--- src/hw/rtl/rmq_pkg.sv ---
// Shared constants, types and helpers for the rotation matrix to quaternion pipeline.
// Depends on nothing; every module of the block refers to it by scoped names.
package rmq_pkg;

  // Fixed-point format of the datapath
  localparam int FRAC_BITS  = 16;
  localparam int IN_W       = 24;
  localparam int OUT_W      = 18;
  localparam int UNIT_W     = 18;
  localparam int UNIT_ONE   = 1 << FRAC_BITS;

  // Column normalization: L = isqrt(len2 << LEN_SHIFT), u = (c << UNIT_SHIFT) / L
  localparam int LEN_SHIFT  = 14;
  localparam int UNIT_SHIFT = FRAC_BITS + 7;
  localparam int SQ_W       = 2 * IN_W;
  localparam int RAD_W      = SQ_W + LEN_SHIFT;
  localparam int LROOT_W    = RAD_W / 2;
  localparam int QN_W       = FRAC_BITS + 1;
  localparam int NREM_W     = LROOT_W + QN_W;
  localparam int NORM_LAT   = 2 + LROOT_W + QN_W + 1;

  // Triple product and branch selection
  localparam int CROSS_W    = 2 * UNIT_W;
  localparam int CX_W       = UNIT_W + 1;
  localparam int DOT_W      = UNIT_W + CX_W;
  localparam int TR_W       = UNIT_W + 2;
  localparam int A_W        = UNIT_W + 3;
  localparam int NUM_W      = UNIT_W + 1;
  localparam int FRONT_LAT  = 6;

  // Second root and the quaternion dividers
  localparam int RAD2_W     = 36;
  localparam int R_W        = RAD2_W / 2;
  localparam int DEN_W      = R_W + 1;
  localparam int QQ_W       = OUT_W - 1;
  localparam int QREM_W     = DEN_W + QQ_W;
  localparam int QDIV_LAT   = QQ_W + 2;

  localparam int T7_IDX     = NORM_LAT + FRONT_LAT + R_W;
  localparam int PIPE_LAT   = T7_IDX + 1 + QDIV_LAT + 1;

  localparam logic signed [OUT_W-1:0] OUT_MAX = {1'b0, {(OUT_W-1){1'b1}}};
  localparam logic signed [OUT_W-1:0] OUT_MIN = {1'b1, {(OUT_W-1){1'b0}}};

  typedef logic signed [UNIT_W-1:0] unit_t;

  typedef enum logic [1:0] {
    AXIS_X,
    AXIS_Y,
    AXIS_Z
  } axis_t;

  // Magnitude of a signed input component (most negative value maps to 2^(IN_W-1))
  function automatic logic [IN_W-1:0] mag_in(input logic signed [IN_W-1:0] v);
    logic [IN_W-1:0] neg_v;
    neg_v = IN_W'(-v);
    return v[IN_W-1] ? neg_v : v;
  endfunction

  // True when a unit component lies within [-1.0, +1.0]
  function automatic logic unit_ok(input unit_t v);
    return (v <= UNIT_W'(UNIT_ONE)) && (v >= -UNIT_W'(UNIT_ONE));
  endfunction

endpackage

--- src/hw/rtl/rmq_qdiv.sv ---
// Saturating quotient unit: (num << FRAC_BITS) / den, one quotient bit per stage.
// Depends on rmq_pkg; three instances sit in rotation_matrix_to_quaternion.
module rmq_qdiv (
  input  logic                                clk,
  input  logic                                en,
  input  logic signed [rmq_pkg::NUM_W-1:0]    num_i,
  input  logic        [rmq_pkg::DEN_W-1:0]    den_i,
  output logic signed [rmq_pkg::OUT_W-1:0]    quot_o
);

  localparam int QW = rmq_pkg::QQ_W;
  localparam int RW = rmq_pkg::QREM_W;
  localparam int DW = rmq_pkg::DEN_W;
  localparam int NW = rmq_pkg::NUM_W;
  localparam int OW = rmq_pkg::OUT_W;

  logic [RW-1:0]  rem_r [0:QW];
  logic [QW-1:0]  q_r   [0:QW];
  logic [DW-1:0]  den_r [0:QW];
  logic           neg_r [0:QW];
  logic           ovf_r [0:QW];
  logic signed [OW-1:0] quot_r;

  logic [NW-1:0]  num_mag;
  logic [RW-1:0]  num_sh;

  // Take magnitude and flag quotients that cannot fit the output range
  assign num_mag = num_i[NW-1] ? NW'(-num_i) : num_i;
  assign num_sh  = RW'(num_mag) << rmq_pkg::FRAC_BITS;

  always_ff @(posedge clk) begin
    if (en) begin
      rem_r[0] <= num_sh;
      q_r[0]   <= '0;
      den_r[0] <= den_i;
      neg_r[0] <= num_i[NW-1];
      ovf_r[0] <= (num_sh >= (RW'(den_i) << QW));
    end
  end

  // Restoring divide, most significant quotient bit first
  for (genvar j = 1; j <= QW; j++) begin : g_step
    localparam int B = QW - j;
    logic [RW-1:0] dsh;
    logic          take;

    assign dsh  = RW'(den_r[j-1]) << B;
    assign take = (rem_r[j-1] >= dsh);

    always_ff @(posedge clk) begin
      if (en) begin
        rem_r[j] <= take ? (rem_r[j-1] - dsh) : rem_r[j-1];
        q_r[j]   <= {q_r[j-1][QW-2:0], take};
        den_r[j] <= den_r[j-1];
        neg_r[j] <= neg_r[j-1];
        ovf_r[j] <= ovf_r[j-1];
      end
    end
  end

  // Restore sign and saturate
  always_ff @(posedge clk) begin
    if (en) begin
      if (ovf_r[QW]) begin
        quot_r <= neg_r[QW] ? rmq_pkg::OUT_MIN : rmq_pkg::OUT_MAX;
      end else if (neg_r[QW]) begin
        quot_r <= -OW'({1'b0, q_r[QW]});
      end else begin
        quot_r <= OW'({1'b0, q_r[QW]});
      end
    end
  end

  assign quot_o = quot_r;

endmodule

--- config.mk ---
export PLATFORM = sky130hd
export DESIGN_NAME = rmq_qdiv
export DESIGN_NICKNAME = d
export VERILOG_FILES = /design/src/hw/rtl/rmq_pkg.sv /design/src/hw/rtl/rmq_qdiv.sv
export SDC_FILE = /design/constraint.sdc
export NUM_CORES = 2
export LEC_CHECK = 0
export BUFFER_PORTS_ARGS = -buffer_cell sky130_fd_sc_hd__buf_2
export CORE_MARGIN = 1
export CORE_UTILIZATION = 55
export CTS_CLUSTER_DIAMETER = 40
export DETAILED_ROUTE_END_ITERATION = 10
export PLACE_DENSITY = 0.8
export REMOVE_ABC_BUFFERS = 1
export SYNTH_ARGS = -nofsm -noshare
export SYNTH_HDL_FRONTEND = slang
export SYNTH_SLANG_ARGS = --single-unit
--- constraint.sdc ---
create_clock -name clk -period 4.4 [get_ports clk]
set_input_delay 0.44 -clock clk [delete_from_list [all_inputs] [get_ports clk]]
set_output_delay 0.44 -clock clk [all_outputs]
set_load 0.02 [all_outputs]
==> flow_metrics.tcl <==
set metrics [dict create \
    r2r_setup_slack_ps 520 \
    hold_ws_ps 61.3 \
    rsz0062_at_grt "no" \
    avgSynthCellArea_um2 11.5 \
    timing.slew.headroom 0.283 \
    synth_top_flop_cell "edfxtp_1" \
    worstPathCellList "or4_1, or3_1, or4_1, nand4b_1, nand2b_1, o221ai_1, nor2_1, xor2_1" \
    grt_pass1_wl_um 177000 \
    crit_family "simple AND/OR/NAND/NOR gates" \
    gp_congestion 0.954 \
    ir_worst_vdd_v 0.000431 \
    wl_per_cell_um 18.1 \
    post_cts_buffers 0 \
    syn_inst 4558 \
    post_cts_resized 0 \
    cts_hold_buf 22 \
    syn_area_um2 52400 \
    worst_path_max_delay_cell "or4_1" \
    clock_latency_ps 740 \
    dp_hpwl_um 82500 \
    wl_um 111000 \
    h-tree-depth 4 \
    synth.yosys.warnings 0 \
    drtPass1Iterations 7 \
    cts_made_buffers 141 \
    max_freq_mhz 258 \
    drv_slew 0 \
    finalHoldViolCount 0 \
    synth.distinct_cells 75 \
    skew_ps 28.3 \
    grt_pass1_vias 35808 \
    final_cell_area_um2 59600 \
    grt_use_total 0.230 \
    cp_common_cell "or4_1" \
    ys_seq_elements 989 \
    min_period_ps 3880 \
    dpl_cell_area_um2 54500 \
    io_pins 58 \
    maxCapViolCount 0 \
    ys_seq_area_frac 0.567 \
    antenna_found_initial 0 \
    initial_utilization 0.558 \
    area_delta_synth_final_pct 13.8 \
    fin_setup_tns_ps 0 \
    fillerInstances 6983 \
    clk_pin_slew_ps 50 \
    finalSetupViolCount 0 \
    rows 112 \
    via_count 34903 \
    async_reset_ff_frac 0 \
    crit_buf_inv 0 \
    hold_path_class "in -> reg" \
    dieHeight_um 311 \
    worst-slew-pin-transition_ps 1050 \
    final_nets 5150 \
    diodes 0 \
    avgViaCountPerCell 5.70 \
    drive_gt1_frac 0.0857 \
    worstSetupPathType "reg -> reg" \
    multi_input_area_um2 20700 \
    ctsRootBufferMaster "clkbuf_16" \
    io_buffers 57 \
    total_power_w 0.0379 \
    min_period_over_period 0.882 \
    critPathMaxFanout 8 \
    startpoint_type "flip-flop" \
    overflow 0 \
    die_w_um 311 \
    die_area_um2 96500 \
    status "finished, final reports clean" \
    power_density_nw_per_um2 635 \
    grt_max_degree 102 \
    clock-sinks 989 \
    critPathCaptureType "flip-flop" \
    drc_errors 0 \
    leakage_nw 23.3 \
    ant_nets 0 \
    drt-initial-drc-count 1987 \
    crit_arrival_ps 4350 \
    max_stage_delay_ps 690 \
    core_um2 93900 \
    crit_required_ps 4870 \
    cts_buffer_depth 3 \
    synth-edff-count 989 \
    cts_tree "done" \
    register_area_um2 29700 \
]
## cell usage in the layout, fill, tap and decap left out, types with 17 or more instances in the layout
cell type | netlist | layout
nand4_1 | 45 | 45
o21bai_1 | 21 | 21
o21ai_0 | 352 | 351
nor3_1 | 104 | 104
nor2b_1 | 51 | 51
o21a_1 | 63 | 63
o31ai_1 | 52 | 52
nand3_1 | 50 | 50
buf_2 | 1 | 56
mux2_2 | 29 | 29
and3_1 | 22 | 22
nand2_1 | 397 | 397
bufinv_16 | 0 | 19
buf_4 | 4 | 46
nor2_1 | 243 | 240
a211oi_1 | 31 | 30
xnor2_1 | 183 | 183
or4_1 | 27 | 27
or2_2 | 17 | 17
nand2b_1 | 74 | 74
ha_1 | 342 | 342
clkbuf_16 | 0 | 143
o211ai_1 | 20 | 20
a31oi_1 | 28 | 28
dlygate4sd3_1 | 0 | 22
inv_1 | 451 | 451
clkinv_2 | 0 | 23
a21o_1 | 116 | 116
or3_1 | 39 | 39
xor2_1 | 184 | 184
a21oi_1 | 280 | 278
inv_6 | 0 | 22
edfxtp_1 | 989 | 989
nor4_1 | 49 | 49
## cell families (layout without fill, tap and decap cells)
group / count (synthesis) / count (layout) / synth area share
AND/OR/NAND/NOR: 1182 / 1182 / 0.110
buffers and inverters: 537 / 843 / 0.0388
AO/OA/AOI/OAI: 1089 / 1089 / 0.128
adder cells (fa/ha/maj): 358 / 358 / 0.0878
multiplexers: 36 / 36 / 0.00757
flip-flops: 989 / 989 / 0.567
XOR/XNOR: 367 / 367 / 0.0613
## state kept, by name (all words and copies together), names as in the netlist
| signal | flops |
|---|---|
| rem_r | 459 |
| neg_r | 18 |
| quot_o | 18 |
| den_r | 323 |
| q_r | 153 |
| ovf_r | 18 |
## worst reg2reg max path: cells and delay by family, from the launching register on
family,cells,cell delay [ps]
AOI/OAI and AO/OA,1,580
xor gates and xnor gates,1,190
DFF,1,420
and+or+nand+nor,6,2420
## layer usage
layer	global-route usage	wire length [um]
met3	0.0366	3660
met1	0.212	38000
met5	0	0
met4	0.147	7060
met2	0.458	62000
## final timing paths
check                                        startpoint                      end  depth (start not counted)
worst max-delay path            rem_r[13][31]$_DFFE_PP_  rem_r[14][31]$_DFFE_PP_                          8
worst min register to register      q_r[3][1]$_DFFE_PP_      q_r[4][2]$_DFFE_PP_                          0
worst min-delay path                          num_i[13]   rem_r[0][29]$_DFFE_PP_                          2
worst max register to register  rem_r[13][31]$_DFFE_PP_  rem_r[14][31]$_DFFE_PP_                          8
## synthesized netlist by cell type (51+ instances only)
cell      count  area (um2)
a21o_1      116         871
a21oi_1     280        1400
clkbuf_1     75         282
edfxtp_1    989       29700
ha_1        342        4280
inv_1       451        1690
nand2_1     397        1490
nand2b_1     74         463
nor2_1      243         912
nor2b_1      51         319
nor3_1      104         521
o21a_1       63         473
o21ai_0     352        1760
o31ai_1      52         390
xnor2_1     183        1600
xor2_1      184        1610
## where the power goes
group / switching [W] / internal (W) / leakage (nW) / total [W]
Combinational: 0.00690 / 0.00500 / 11.4 / 0.0119
Clock: 0.00432 / 0.00719 / 2.37 / 0.0115
Sequential: 0.00131 / 0.0132 / 9.52 / 0.0145
Total: 0.0125 / 0.0253 / 23.3 / 0.0379
## layout make-up
type | instances | area share
flip-flops and latches | 989 | 0.498
clock inverters | 100 | 0.0207
multi-input cells | 3032 | 0.347
well taps | 1254 | 0.0263
repair buffers | 136 | 0.0181
inverters | 452 | 0.0285
clock buffers | 155 | 0.0608
## through the flow
step | worst slack [ps] | util | instances
3_5_place_dp | 430 | 0.581 | 5841
5_1_grt | 375 | 0.635 | 6118
6_report | 518 | 0.635 | 6118
3_3_place_gp | 403 | 0.581 | 5841
4_1_cts | 541 | 0.635 | 6118
2_1_floorplan | -533 | - | 4473
Power figures use the tool's default switching activity.
